[src/rtl/three_channel_programmable_timer_top_macros.svh]
// ----------------------------------------------------------------------------
// Three-channel timer assertion macros
// Shared concurrent assertion forms, compiled out when ASSERT_OFF is set
// ----------------------------------------------------------------------------
`ifndef THREE_CHANNEL_PROGRAMMABLE_TIMER_TOP_MACROS_SVH
`define THREE_CHANNEL_PROGRAMMABLE_TIMER_TOP_MACROS_SVH
`ifndef ASSERT_OFF
// same-cycle implication
`define TTPT_ASSERT_IMP(lbl, clk, rst_n, ante, cons, msg) \
    lbl: assert property (@(posedge clk) disable iff (!rst_n) (ante) |-> (cons)) \
        else $error(msg);
// next-cycle implication
`define TTPT_ASSERT_NXT(lbl, clk, rst_n, ante, cons, msg) \
    lbl: assert property (@(posedge clk) disable iff (!rst_n) (ante) |=> (cons)) \
        else $error(msg);
`else
`define TTPT_ASSERT_IMP(lbl, clk, rst_n, ante, cons, msg)
`define TTPT_ASSERT_NXT(lbl, clk, rst_n, ante, cons, msg)
`endif
`endif

[src/rtl/ttpt_pkg.sv]
// ----------------------------------------------------------------------------
// Three-channel timer package
// Types, register offsets and counter arithmetic helpers
// ----------------------------------------------------------------------------
`default_nettype none

package ttpt_pkg;

    localparam int NUM_CH = 3;
    localparam int CNT_W  = 21;
    localparam int RLD_W  = 20;
    localparam int SUM_W  = CNT_W + 2;
    localparam int PRE_W  = CNT_W + 3;

    // request kinds carried on tuser
    typedef enum logic [1:0] {
        REQ_TICK  = 2'd0,
        REQ_READ  = 2'd1,
        REQ_WRITE = 2'd2
    } req_t;

    // register offsets
    localparam logic [2:0] OFF_CTRL13 = 3'd0;
    localparam logic [2:0] OFF_CTRL2  = 3'd1;

    // configuration register indexes
    localparam logic CFG_ENABLE   = 1'b0;
    localparam logic CFG_IRQ_MASK = 1'b1;

    // per-tick decrements
    localparam logic signed [SUM_W-1:0] FAST_STEP = SUM_W'(104);
    localparam logic signed [SUM_W-1:0] SLOW_STEP = SUM_W'(1);

    // counter and preset limits
    localparam logic signed [SUM_W-1:0] CNT_MAX = SUM_W'(1048575);
    localparam logic signed [SUM_W-1:0] CNT_MIN = -SUM_W'(1048576);
    localparam logic signed [PRE_W-1:0] RLD_MAX = PRE_W'(524287);
    localparam logic signed [PRE_W-1:0] RLD_MIN = -PRE_W'(524288);

    typedef struct packed {
        logic [7:0] wdata;
        logic [2:0] offset;
        req_t       req;
    } item_t;

    typedef struct packed {
        logic       irq;
        logic       handled;
        logic [7:0] rdata;
    } result_t;

    // saturate a widened sum to the counter range
    function automatic logic signed [CNT_W-1:0] clamp_cnt(input logic signed [SUM_W-1:0] v);
        logic signed [SUM_W-1:0] w;
        w = v;
        if (v > CNT_MAX)
        begin
            w = CNT_MAX;
        end
        else if (v < CNT_MIN)
        begin
            w = CNT_MIN;
        end
        return w[CNT_W-1:0];
    endfunction

    // optional scale by eight, saturated to the preset range
    function automatic logic signed [RLD_W-1:0] scale_preset(
        input logic signed [CNT_W-1:0] v,
        input logic                    div8
    );
        logic signed [PRE_W-1:0] w;
        w = div8 ? {v, 3'b000} : {{3{v[CNT_W-1]}}, v};
        if (w > RLD_MAX)
        begin
            w = RLD_MAX;
        end
        else if (w < RLD_MIN)
        begin
            w = RLD_MIN;
        end
        return w[RLD_W-1:0];
    endfunction

endpackage

`default_nettype wire

[src/rtl/three_channel_programmable_timer_top.sv]
// ----------------------------------------------------------------------------
// Three-channel programmable timer
// Path: a request is registered in the input register, then processed by
//   the core into the output register once the output slot is free.
// Throughput: one request per cycle unless a result waits undrained in the
//   output register; all three counters and the register file are updated
//   together in one pass.
// Reset: rst_n clears all counters, presets and flags, holds the counters
//   in preset and enables the block; no clearing pass is needed.
// ----------------------------------------------------------------------------
`default_nettype none

module three_channel_programmable_timer_top
    import ttpt_pkg::*;
(
    input  wire logic        clk,
    input  wire logic        rst_n,
    input  wire logic        s_tvalid,
    output logic             s_tready,
    input  wire logic [15:0] s_tdata,   // reg_offset[2:0], write_data[10:3], zero pad
    input  wire logic [1:0]  s_tuser,   // req_type[1:0]
    output logic             m_tvalid,
    input  wire logic        m_tready,
    output logic [15:0]      m_tdata,   // read_data[7:0], handled[8], irq_request[9], zero pad
    input  wire logic        cfg_valid,
    output logic             cfg_ready,
    input  wire logic        cfg_index,
    input  wire logic        cfg_data
);

    logic    item_valid;
    item_t   item;
    logic    out_busy;
    logic    fire;
    result_t res;

    // core takes a request when the output slot is free
    assign fire = item_valid && !out_busy;

    ttpt_in_reg u_in_reg (
        .clk        (clk),
        .rst_n      (rst_n),
        .s_tvalid   (s_tvalid),
        .s_tready   (s_tready),
        .s_tdata    (s_tdata),
        .s_tuser    (s_tuser),
        .take       (fire),
        .item_valid (item_valid),
        .item       (item)
    );

    ttpt_core u_core (
        .clk       (clk),
        .rst_n     (rst_n),
        .fire      (fire),
        .item      (item),
        .cfg_valid (cfg_valid),
        .cfg_ready (cfg_ready),
        .cfg_index (cfg_index),
        .cfg_data  (cfg_data),
        .res       (res)
    );

    ttpt_out_reg u_out_reg (
        .clk      (clk),
        .rst_n    (rst_n),
        .load     (fire),
        .res      (res),
        .busy     (out_busy),
        .m_tvalid (m_tvalid),
        .m_tready (m_tready),
        .m_tdata  (m_tdata)
    );

endmodule

`default_nettype wire

[src/rtl/ttpt_in_reg.sv]
// ----------------------------------------------------------------------------
// Three-channel timer input register
// Holds one request for the core; refills in the cycle it is consumed
// ----------------------------------------------------------------------------
`default_nettype none

module ttpt_in_reg
    import ttpt_pkg::*;
(
    input  wire logic        clk,
    input  wire logic        rst_n,
    input  wire logic        s_tvalid,
    output logic             s_tready,
    input  wire logic [15:0] s_tdata,   // reg_offset[2:0], write_data[10:3], zero pad
    input  wire logic [1:0]  s_tuser,   // req_type[1:0]
    input  wire logic        take,
    output logic             item_valid,
    output item_t            item
);

    logic  valid_reg;
    item_t item_reg;

    // free when empty or being consumed this cycle
    assign s_tready   = !valid_reg || take;
    assign item_valid = valid_reg;
    assign item       = item_reg;

    // valid flag
    always_ff @(posedge clk or negedge rst_n)
    begin
        if (!rst_n)
        begin
            valid_reg <= 1'b0;
        end
        else if (s_tready)
        begin
            valid_reg <= s_tvalid;
        end
    end

    // payload
    always_ff @(posedge clk)
    begin
        if (s_tvalid && s_tready)
        begin
            item_reg.req    <= req_t'(s_tuser);
            item_reg.offset <= s_tdata[2:0];
            item_reg.wdata  <= s_tdata[10:3];
        end
    end

endmodule

`default_nettype wire

[src/rtl/ttpt_core.sv]
// ----------------------------------------------------------------------------
// Three-channel timer core
// Timer state, register decode and single-pass update for one request
// ----------------------------------------------------------------------------
`default_nettype none

`include "three_channel_programmable_timer_top_macros.svh"

module ttpt_core
    import ttpt_pkg::*;
(
    input  wire logic    clk,
    input  wire logic    rst_n,
    input  wire logic    fire,
    input  wire item_t   item,
    input  wire logic    cfg_valid,
    output logic         cfg_ready,
    input  wire logic    cfg_index,
    input  wire logic    cfg_data,
    output result_t      res
);

    // state
    logic signed [CNT_W-1:0] cnt_reg [2*NUM_CH];
    logic signed [CNT_W-1:0] cnt_next [2*NUM_CH];
    logic signed [RLD_W-1:0] rld_reg [2*NUM_CH];
    logic signed [RLD_W-1:0] rld_next [2*NUM_CH];
    logic [2:0]        mode_reg [NUM_CH];
    logic [2:0]        mode_next [NUM_CH];
    logic [NUM_CH-1:0] run_reg, run_next;
    logic [NUM_CH-1:0] half_reg, half_next;
    logic [NUM_CH-1:0] fast_reg, fast_next;
    logic [NUM_CH-1:0] flag_reg, flag_next;
    logic [NUM_CH-1:0] mask_reg, mask_next;
    logic [NUM_CH-1:0] wide_reg, wide_next;
    logic              held_reg, held_next;
    logic              csel_reg, csel_next;
    logic              div8_reg, div8_next;
    logic [7:0]        rlatch_reg, rlatch_next;
    logic [7:0]        wlatch_reg, wlatch_next;
    logic              irq_reg, irq_next;
    logic              dev_en_reg;
    logic              gmask_reg;

    // per-channel tick arithmetic
    logic signed [CNT_W-1:0] tick_dec [NUM_CH];
    logic signed [RLD_W-1:0] tick_src [NUM_CH];
    logic signed [CNT_W-1:0] tick_rel [NUM_CH];
    logic [NUM_CH-1:0]       tick_zero;

    // decode strobes
    logic              act;
    logic              clear;
    logic [NUM_CH-1:0] ctl_hit;
    logic [NUM_CH-1:0] cnt_hit;
    logic [NUM_CH-1:0] load;

    assign act       = fire && dev_en_reg;
    assign cfg_ready = 1'b1;

    // decrement, then reload from the active half
    always_comb
    begin
        for (int i = 0; i < NUM_CH; i++)
        begin
            tick_dec[i]  = clamp_cnt({{2{cnt_reg[i][CNT_W-1]}}, cnt_reg[i]}
                                     - (fast_reg[i] ? FAST_STEP : SLOW_STEP));
            tick_src[i]  = (wide_reg[i] || !half_reg[i]) ? rld_reg[i] : rld_reg[i+NUM_CH];
            tick_rel[i]  = clamp_cnt({{2{tick_dec[i][CNT_W-1]}}, tick_dec[i]}
                                     + {{(SUM_W-RLD_W){tick_src[i][RLD_W-1]}}, tick_src[i]});
            tick_zero[i] = tick_dec[i][CNT_W-1] || (tick_dec[i] == '0);
        end
    end

    // request decode and next state
    always_comb
    begin
        cnt_next    = cnt_reg;
        rld_next    = rld_reg;
        mode_next   = mode_reg;
        run_next    = run_reg;
        half_next   = half_reg;
        fast_next   = fast_reg;
        flag_next   = flag_reg;
        mask_next   = mask_reg;
        wide_next   = wide_reg;
        held_next   = held_reg;
        csel_next   = csel_reg;
        div8_next   = div8_reg;
        rlatch_next = rlatch_reg;
        wlatch_next = wlatch_reg;
        irq_next    = irq_reg;
        clear       = 1'b0;
        ctl_hit     = '0;
        cnt_hit     = '0;
        load        = '0;
        res.rdata   = 8'h00;
        res.handled = 1'b0;

        if (act)
        begin
            case (item.req)
                REQ_TICK:
                begin
                    if (!held_reg)
                    begin
                        for (int i = 0; i < NUM_CH; i++)
                        begin
                            if (run_reg[i])
                            begin
                                cnt_next[i] = tick_dec[i];
                                if (tick_zero[i])
                                begin
                                    flag_next[i] = 1'b1;
                                    if (!mask_reg[i] && !gmask_reg)
                                    begin
                                        irq_next = 1'b1;
                                    end
                                    if (mode_reg[i][2])
                                    begin
                                        run_next[i] = 1'b0;
                                    end
                                    else
                                    begin
                                        cnt_next[i]  = tick_rel[i];
                                        half_next[i] = !half_reg[i];
                                    end
                                end
                            end
                        end
                    end
                end
                REQ_READ:
                begin
                    if (item.offset == OFF_CTRL2)
                    begin
                        // status read clears what it returns
                        res.rdata   = {irq_reg, 4'b0000, flag_reg};
                        flag_next   = '0;
                        irq_next    = 1'b0;
                        res.handled = 1'b1;
                    end
                    else if (item.offset != OFF_CTRL13)
                    begin
                        res.handled = 1'b1;
                        for (int i = 0; i < NUM_CH; i++)
                        begin
                            if (item.offset[2:1] == 2'(i + 1))
                            begin
                                if (item.offset[0])
                                begin
                                    res.rdata = rlatch_reg;
                                end
                                else if (wide_reg[i])
                                begin
                                    res.rdata   = cnt_reg[i][15:8];
                                    rlatch_next = cnt_reg[i][7:0];
                                end
                                else
                                begin
                                    res.rdata   = cnt_reg[i][7:0];
                                    rlatch_next = cnt_reg[i+NUM_CH][7:0];
                                end
                            end
                        end
                    end
                end
                REQ_WRITE:
                begin
                    res.handled = 1'b1;
                    case (item.offset)
                        OFF_CTRL13:
                        begin
                            if (csel_reg)
                            begin
                                if (item.wdata[0])
                                begin
                                    clear = 1'b1;
                                end
                                else
                                begin
                                    ctl_hit[0] = 1'b1;
                                    held_next  = 1'b0;
                                end
                            end
                            else
                            begin
                                div8_next  = item.wdata[0];
                                ctl_hit[2] = 1'b1;
                            end
                        end
                        OFF_CTRL2:
                        begin
                            ctl_hit[1] = 1'b1;
                            csel_next  = item.wdata[0];
                        end
                        default:
                        begin
                            if (!item.offset[0])
                            begin
                                wlatch_next = item.wdata;
                            end
                            else
                            begin
                                for (int i = 0; i < NUM_CH; i++)
                                begin
                                    cnt_hit[i] = (item.offset[2:1] == 2'(i + 1));
                                end
                            end
                        end
                    endcase

                    // reset of all counters, held in preset
                    if (clear)
                    begin
                        for (int i = 0; i < 2*NUM_CH; i++)
                        begin
                            cnt_next[i] = '0;
                            rld_next[i] = '0;
                        end
                        for (int i = 0; i < NUM_CH; i++)
                        begin
                            mode_next[i] = 3'b000;
                        end
                        run_next  = '0;
                        half_next = '0;
                        fast_next = '0;
                        held_next = 1'b1;
                    end

                    for (int i = 0; i < NUM_CH; i++)
                    begin
                        // control register write
                        if (ctl_hit[i])
                        begin
                            mask_next[i] = !item.wdata[6];
                            fast_next[i] = item.wdata[1];
                            wide_next[i] = !item.wdata[2];
                            mode_next[i] = item.wdata[5:3];
                            if (item.wdata[3])
                            begin
                                run_next[i]  = 1'b0;
                                flag_next[i] = 1'b0;
                            end
                            else if (item.wdata[4])
                            begin
                                load[i] = 1'b1;
                            end
                        end
                        // counter low byte write
                        if (cnt_hit[i])
                        begin
                            if (wide_reg[i])
                            begin
                                cnt_next[i] = {5'b00000, wlatch_reg, item.wdata};
                            end
                            else
                            begin
                                cnt_next[i]        = {13'b0, wlatch_reg};
                                cnt_next[i+NUM_CH] = {13'b0, item.wdata};
                            end
                            if (!mode_reg[i][1])
                            begin
                                load[i] = 1'b1;
                            end
                        end
                        // preset load and start
                        if (load[i])
                        begin
                            rld_next[i] = scale_preset(cnt_next[i], div8_next);
                            if (!wide_next[i])
                            begin
                                rld_next[i+NUM_CH] = scale_preset(cnt_next[i+NUM_CH], div8_next);
                            end
                            run_next[i]  = 1'b1;
                            half_next[i] = 1'b0;
                            flag_next[i] = 1'b0;
                        end
                    end
                end
                default:
                begin
                end
            endcase
        end

        res.irq = irq_next;
    end

    // state registers
    always_ff @(posedge clk or negedge rst_n)
    begin
        if (!rst_n)
        begin
            for (int i = 0; i < 2*NUM_CH; i++)
            begin
                cnt_reg[i] <= '0;
                rld_reg[i] <= '0;
            end
            for (int i = 0; i < NUM_CH; i++)
            begin
                mode_reg[i] <= 3'b000;
            end
            run_reg    <= '0;
            half_reg   <= '0;
            fast_reg   <= '0;
            flag_reg   <= '0;
            mask_reg   <= '1;
            wide_reg   <= '1;
            held_reg   <= 1'b1;
            csel_reg   <= 1'b0;
            div8_reg   <= 1'b0;
            rlatch_reg <= 8'h00;
            wlatch_reg <= 8'h00;
            irq_reg    <= 1'b0;
        end
        else
        begin
            cnt_reg    <= cnt_next;
            rld_reg    <= rld_next;
            mode_reg   <= mode_next;
            run_reg    <= run_next;
            half_reg   <= half_next;
            fast_reg   <= fast_next;
            flag_reg   <= flag_next;
            mask_reg   <= mask_next;
            wide_reg   <= wide_next;
            held_reg   <= held_next;
            csel_reg   <= csel_next;
            div8_reg   <= div8_next;
            rlatch_reg <= rlatch_next;
            wlatch_reg <= wlatch_next;
            irq_reg    <= irq_next;
        end
    end

    // configuration registers
    always_ff @(posedge clk or negedge rst_n)
    begin
        if (!rst_n)
        begin
            dev_en_reg <= 1'b1;
            gmask_reg  <= 1'b0;
        end
        else if (cfg_valid && cfg_ready)
        begin
            case (cfg_index)
                CFG_ENABLE:   dev_en_reg <= cfg_data;
                CFG_IRQ_MASK: gmask_reg  <= cfg_data;
                default:      ;
            endcase
        end
    end

    // checks
    `TTPT_ASSERT_NXT(a_status_clears_irq, clk, rst_n,
        act && item.req == REQ_READ && item.offset == OFF_CTRL2,
        !irq_reg && flag_reg == '0, "status read did not clear interrupt and flags")
    `TTPT_ASSERT_NXT(a_clear_holds, clk, rst_n,
        act && item.req == REQ_WRITE && item.offset == OFF_CTRL13 && csel_reg && item.wdata[0],
        held_reg && run_reg == '0, "counter reset left a channel running")
    `TTPT_ASSERT_NXT(a_disabled_quiet, clk, rst_n,
        fire && !dev_en_reg,
        $stable(irq_reg) && $stable(flag_reg) && $stable(run_reg),
        "disabled block changed state")
    `TTPT_ASSERT_IMP(a_tick_unhandled, clk, rst_n,
        fire && item.req == REQ_TICK,
        !res.handled && res.rdata == 8'h00, "tick produced read data")

endmodule

`default_nettype wire

[src/rtl/ttpt_out_reg.sv]
// ----------------------------------------------------------------------------
// Three-channel timer output register
// Holds one result until the downstream side takes it
// ----------------------------------------------------------------------------
`default_nettype none

module ttpt_out_reg
    import ttpt_pkg::*;
(
    input  wire logic        clk,
    input  wire logic        rst_n,
    input  wire logic        load,
    input  wire result_t     res,
    output logic             busy,
    output logic             m_tvalid,
    input  wire logic        m_tready,
    output logic [15:0]      m_tdata    // read_data[7:0], handled[8], irq_request[9], zero pad
);

    logic    valid_reg;
    result_t res_reg;

    // slot is taken while a result waits and is not drained this cycle
    assign busy     = valid_reg && !m_tready;
    assign m_tvalid = valid_reg;
    assign m_tdata  = {6'b000000, res_reg};

    // valid flag
    always_ff @(posedge clk or negedge rst_n)
    begin
        if (!rst_n)
        begin
            valid_reg <= 1'b0;
        end
        else if (load)
        begin
            valid_reg <= 1'b1;
        end
        else if (m_tready)
        begin
            valid_reg <= 1'b0;
        end
    end

    // payload
    always_ff @(posedge clk)
    begin
        if (load)
        begin
            res_reg <= res;
        end
    end

endmodule

`default_nettype wire
[config.mk]
export PLATFORM = sky130hd
export DESIGN_NAME = three_channel_programmable_timer_top
export DESIGN_NICKNAME = d
export VERILOG_FILES = /design/src/rtl/ttpt_pkg.sv /design/src/rtl/three_channel_programmable_timer_top.sv /design/src/rtl/ttpt_in_reg.sv /design/src/rtl/ttpt_core.sv /design/src/rtl/ttpt_out_reg.sv
export VERILOG_INCLUDE_DIRS = /design/src /design/src/rtl
export SDC_FILE = /design/constraint.sdc
export NUM_CORES = 1
export LEC_CHECK = 0
export BUFFER_PORTS_ARGS = -buffer_cell sky130_fd_sc_hd__buf_4
export CORE_MARGIN = 1.5
export CORE_UTILIZATION = 35
export DETAILED_ROUTE_END_ITERATION = 10
export SLEW_MARGIN = 20
export SYNTH_ARGS = -nofsm -noshare
export SYNTH_HDL_FRONTEND = slang
export SYNTH_SLANG_ARGS = --single-unit
[constraint.sdc]
create_clock -name clk -period 8.4 [get_ports clk]
set_clock_uncertainty 0.05 [all_clocks]
set_input_delay 0.84 -clock clk [delete_from_list [all_inputs] [get_ports clk]]
set_output_delay 0.84 -clock clk [all_outputs]
set_load 0.005 [all_outputs]
==> metrics, run 1 <==
Die Area=0.07131 mm^2; worst setup path category=reg -> reg; CP max stage cell=a311oi_1; Arr. time, crit path=7.10 ns; largest area contributor in the netlist=dfrtp_1; Leak Pwr=11.21 nW; P_sw=0.004121 W; Max transition margin=0.2831; IO buf count=31; Final Util=0.3874; Ys Warns=0; synthesized area=0.02440 mm^2; peak fanout along the critical path=20; post-synth top area share=0.2933; non-filler instance count after layout=3898; CTS buffer count=39; worst reg2reg path startpoint=u_core.cnt_reg[84]$_DFFE_PN0P_; async set-reset flop share out of synthesis=0.9274; combinational share of power=0.522; library cells used by synthesis=100; clock net sink count=317; CTS clk-pin slew, worst paths=0.07 ns; vias in the first global route=21990; crit path to=u_core.cnt_reg[86]$_DFFE_PN0P_; Max Root-Sink Buffers=3; clk root buf=clkbuf_16; Die Span Y=267.0 um; Slew Viols, Final=0; fin nets=3046; FF-to-FF path depth=20; # setup viols final=0; max FFs per register=126; sequential power share=0.277; Die Wd=267.0 um; GRT overflow=0; CP max stage delay=0.55 ns; average cell area after synthesis=8.006 um^2; count leader, synth=nand2_1; status=finished clean; max-cap viol count=0; Internal Pwr Total=0.004697 W; Worst-Margin Slew=1.071 ns; Post-CTS Setup Bufs=0; # rows=96; Achievable Freq=148.9 MHz; Clk pwr share=0.201; GRT Total Usage=0.2360; R2R Setup Slk=1.69 ns; Hold Violations, Final=0; Ports=44; routed length per instance=21.87 um; Hold Path Class=in -> async; largest net degree at the start of global routing=133; H-tree lvl count=2; crit path launch type=flip-flop; Worst Setup SP=u_core.cnt_reg[84]$_DFFE_PN0P_; Post-synth EDFFs=23; required time of the critical path=8.79 ns; Post-synth top cells=377 x nand2_1, 361 x o21ai_0, 286 x dfrtp_1, 230 x a21oi_1, 229 x nor2_1; reg2reg end=u_core.cnt_reg[86]$_DFFE_PN0P_; routability-driven placement congestion ratio=0.9271; Initial Util=0.3545; number of instances in the placed design=3825; initial antenna violation count=1; worst skew pair latency=0.58 ns; setup TNS=0 ns; pwr/cell area=330.7 mW/mm^2; CP cell instances=inv_1 > ha_1 > nor3b_1 > o211ai_1 > or2_1 > nor3_1 > o21a_1 > a21oi_1 > ha_1 > a21o_1 > a21oi_1 > o21ai_0 > a31oi_1 > or3b_2 > nand4_1 > nand2_1 > a311oi_1 > o21ai_2 > a211oi_1 > o221ai_1; register area share after synthesis=0.3302; Area growth syn-to-layout=9.260%; Sw Ratio=0.4673; design area=0.02666 mm^2; Synth Flop Type=dfrtp_1; #FFs+latches synth=317; vias per cell=6.007; remaining antenna violation count=0; drt drc=0; iteration count of the initial detailed-routing pass=5; first-pass GRT wire length=131900 um; dpl cell area=0.02531 mm^2; dpl hpwl=61010 um; layout cells sized above 1=0.09676; Tcrit/Tclk final=0.7994; drt initial violations=2644; TritonCTS clock tree=done; CTS resizes=0; Final min period=6.715 ns; overall power=0.008817 W; DRT Wirelength=85270 um; hold_buf cts=0; post-synthesis instance total=3048; routed vias=23420; Setup crit end kind=flip-flop; main area contributors after synthesis=dfrtp_1 29%, o21ai_0 7.4%, nand2_1 5.8%; core area=0.06883 mm^2; Worst VDD drop=0.0001841 V; RSZ-0062 raised after global routing=no
power by group through the flow:
stage / Clock [W] / Combinational (W) / Sequential, W
after detailed placement: 0 / 0.00448 / 0.00244
final: 0.00177 / 0.00460 / 0.00244
after floorplan: 0 / 0.00357 / 0.00207
after global routing: 0.00185 / 0.00506 / 0.00247
after CTS: 0.00179 / 0.00452 / 0.00241
after global placement: 0 / 0.00448 / 0.00244
logic make-up after synthesis:
kind of cell / share of synthesized area
compound gates: 0.2869
xor+xnor: 0.03015
fa+ha+maj: 0.04492
buf+inv: 0.04856
flops: 0.3302
mux: 0.06866
other cells: 0.0003078
simple gates: 0.1903
critical path, delay by kind of cell, from the launching register on:
kind,cells,cell delay [ns]
AO/OA/AOI/OAI,11,3.38
adder cells (fa/ha/maj),2,0.51
buffers and inverters,1,0.12
AND/OR/NAND/NOR,6,2.06
flip-flops,1,0.43
routing by layer:
metal,global-route usage,wire (um)
met2,0.3635,37600
met5,0,0
met3,0.03035,5831
met4,0.1050,3791
met1,0.3291,38040
how the worst min path moves through the flow:
stage	startpoint	endpoint
final	rst_n	u_core.cnt_reg[122]$_DFFE_PN0P_
after detailed placement	u_core.rlatch_reg[4]$_DFFE_PN0P_	u_core.rlatch_reg[4]$_DFFE_PN0P_
after CTS	rst_n	u_core.cnt_reg[122]$_DFFE_PN0P_
after floorplan	u_core.rld_reg[20]$_DFFE_PN0P_	u_core.rld_reg[20]$_DFFE_PN0P_
after global routing	rst_n	u_core.cnt_reg[122]$_DFFE_PN0P_
after global placement	u_core.rlatch_reg[2]$_DFFE_PN0P_	u_core.rlatch_reg[2]$_DFFE_PN0P_
per-stage QoR:
stage                     worst slack, ns  hold WS (ns)
after floorplan                     3.023        0.3955
after global placement              1.904        0.4136
after detailed placement            1.851        0.4182
after CTS                           1.787        0.3660
after global routing                1.201       0.09247
final                               1.685       0.07799
layout by cell type, fill, tap and decap left out, types with 21 or more instances in the layout:
cell and count:
o21a_1 21, mux2_2 86, edfxtp_1 23, nand2_1 377, inv_1 60, a22o_1 46, nor3_1 43, a31oi_1 77
o211ai_1 23, xor2_1 26, or3_1 25, xnor2_1 58, and2_1 34, a21o_1 51, a21oi_1 230, a22oi_1 29
nand2b_1 24, o21ai_0 361, nor2b_1 45, o31ai_1 29, dfrtp_1 286, and3_1 38, ha_1 81, buf_4 74
a211oi_1 40, mux2i_1 66, nand3_1 94, clkbuf_16 41, nor2_1 229
area by class of cell:
type                       instances  area, um^2
antenna                            1       2.502
clock buffer                      55        1129
clock inverter                    16       191.4
fill                            7081       42160
inverter                          63       236.5
multi-input combinational       2437       15240
sequential                       317        8058
tap                              931        1165
timing repair buffer              78       638.1
Note: power is estimated with default switching activity, not from simulation.
==> inputs of run 2 (changes only) <==
Settings changed: ABC_AREA set to 1.
Clock period 8.4 ns to 5.94 ns, I/O delays scaled along.
==> metrics, run 2 <==
first-pass GRT wire length=140500 um; layout cells sized above 1=0.06468; Tcrit/Tclk final=0.8831; Ports=44; P_sw=0.009027 W; worst setup path category=reg -> reg; pwr/cell area=610.7 mW/mm^2; Slew Viols, Final=0; Worst-Margin Slew=1.027 ns; Max Root-Sink Buffers=3; FF-to-FF path depth=26; average cell area after synthesis=6.600 um^2; Die Wd=274.0 um; fin nets=3915; post-synthesis instance total=3893; H-tree lvl count=2; design area=0.02792 mm^2; worst reg2reg path startpoint=u_core.fast_reg[2]$_DFFE_PN0P_; Final min period=5.246 ns; CP max stage delay=0.66 ns; Worst VDD drop=0.0005245 V; Initial Util=0.3528; max FFs per register=126; synthesized area=0.02569 mm^2; TritonCTS clock tree=done; remaining antenna violation count=0; Critical path buffers and inverters=2; Internal Pwr Total=0.008024 W; count leader, synth=nand2_1; status=finished clean; required time of the critical path=6.33 ns; iteration count of the initial detailed-routing pass=6; Post-synth top cells=969 x nand2_1, 502 x o21ai_0, 439 x inv_1, 288 x nand3_1, 287 x a21oi_1; # rows=99; GRT Total Usage=0.2360; RSZ-0062 raised after global routing=no; clock net sink count=317; peak fanout along the critical path=14; CP max stage cell=nor2_1; CTS clk-pin slew, worst paths=0.07 ns; Area growth syn-to-layout=8.658%; # setup viols final=0; Clk pwr share=0.151; worst skew pair latency=0.57 ns; crit path launch type=flip-flop; Ys Warns=0; register area share after synthesis=0.3136; Sw Ratio=0.5294; drt drc=0; async set-reset flop share out of synthesis=0.9274; Hold Path Class=in -> reg; routability-driven placement congestion ratio=0.9639; commonest non-fill, non-tap cell in the layout=nand2_1; Arr. time, crit path=5.63 ns; vias per cell=5.455; initial antenna violation count=0; number of antenna diodes=0; hold path startpoint=s_tdata[8]; combinational share of power=0.633; Post-synth EDFFs=23; post-synth top area share=0.2785; reg2reg end=u_core.cnt_reg[69]$_DFFE_PN0P_; #FFs+latches synth=317; Post-CTS Setup Bufs=0; routed length per instance=18.74 um; Die Area=0.07505 mm^2; library cells used by synthesis=70; dpl hpwl=65630 um; vias in the first global route=24230; Leak Pwr=13.45 nW; R2R Setup Slk=0.69 ns; crit-path leading delay family=simple AND/OR/NAND/NOR gates; routed vias=26150; clk root buf=clkbuf_16; Hold Violations, Final=0; main area contributors after synthesis=dfrtp_1 28%, nand2_1 14%, o21ai_0 9.8%; Synth Flop Type=dfrtp_1; drt initial violations=2779; largest area contributor in the netlist=dfrtp_1; Achievable Freq=190.6 MHz; core area=0.07283 mm^2; CTS buffer count=39; DRT Wirelength=89810 um; Setup crit end kind=flip-flop; GRT overflow=0; max-cap viol count=0; Die Span Y=274.0 um; dpl cell area=0.02655 mm^2; IO buf count=31; most frequent CP cell=nand2_1; endpoint with the worst hold slack=u_in_reg.item[10]$_DFFE_PP_; sequential power share=0.215; largest net degree at the start of global routing=181; WHS Path Cells=1; Max transition margin=0.3106; most frequent cells in the layout=969 x nand2_1, 501 x o21ai_0, 437 x inv_1; setup TNS=0 ns
-- run 2: worst reg2reg max path, delay by kind of cell, from the launching register on --
family / cells / cell delay [ns]
AND/OR/NAND/NOR: 16 / 2.60
AO/OA/AOI/OAI: 6 / 1.16
flip-flops: 1 / 0.37
buffers and inverters: 2 / 0.25
adder cells (fa/ha/maj): 2 / 0.71
-- run 2: power groups by stage --
stage	Clock [W]	Combinational, W	Sequential, W
3_3_place_gp	0	0.0105	0.00366
2_1_floorplan	0	0.00799	0.00336
3_5_place_dp	0	0.0105	0.00367
4_1_cts	0.00262	0.0106	0.00364
6_report	0.00258	0.0108	0.00367
5_1_grt	0.00270	0.0121	0.00374
-- run 2: how the worst max path moves through the flow --
stage | endpoint | cells past startpoint | slack (ns) | start
after floorplan | u_core.cnt_reg[107]$_DFFE_PN0P_ | 26 | 1.73 | u_core.fast_reg[0]$_DFFE_PN0P_
after global placement | u_core.cnt_reg[109]$_DFFE_PN0P_ | 24 | 0.90 | u_core.fast_reg[0]$_DFFE_PN0P_
after detailed placement | u_core.cnt_reg[68]$_DFFE_PN0P_ | 26 | 0.87 | u_core.fast_reg[2]$_DFFE_PN0P_
after CTS | u_core.cnt_reg[69]$_DFFE_PN0P_ | 26 | 0.79 | u_core.fast_reg[2]$_DFFE_PN0P_
after global routing | u_core.cnt_reg[72]$_DFFE_PN0P_ | 29 | 0.16 | u_core.fast_reg[2]$_DFFE_PN0P_
final | u_core.cnt_reg[69]$_DFFE_PN0P_ | 26 | 0.69 | u_core.fast_reg[2]$_DFFE_PN0P_
-- run 2: kinds of logic after synthesis --
family | synth area share
compound gates | 0.2244
xor+xnor | 0.02761
fa+ha+maj | 0.04227
buf+inv | 0.1067
flops | 0.3136
mux | 0.006817
other cells | 0.0002923
simple gates | 0.2782
-- run 2: layer usage --
| metal | part of all wire | track usage |
|---|---|---|
| met5 | 0 | 0 |
| met4 | 0.032 | 0.07953 |
| met3 | 0.068 | 0.03424 |
| met2 | 0.44 | 0.3688 |
| met1 | 0.46 | 0.3320 |
-- run 2: final cells by class --
cell class / count / area [um^2]
multi-input combinational: 2906 / 14950
tap: 959 / 1200
clock inverter: 21 / 249.0
fill: 7837 / 44920
sequential: 317 / 8058
clock buffer: 49 / 1106
inverter: 468 / 1757
timing repair buffer: 73 / 595.6
-- run 2: repair_timing --
item	CTS	global route
resized for setup	0	0
endpoints found under the hold margin	34	0
hold buffers	1	0
-- run 2: through the flow --
step,total power (W),instances,worst slack (ns),hold WS (ns),utilization
after global routing,0.01854,4793,0.1642,0.1316,0.3833
final,0.01705,4793,0.6944,0.1450,0.3833
after global placement,0.01417,4722,0.8989,0.3815,0.3645
after detailed placement,0.01422,4722,0.8710,0.3882,0.3645
after CTS,0.01688,4793,0.7917,0.1324,0.3833
after floorplan,0.01135,3898,1.734,0.2484,-
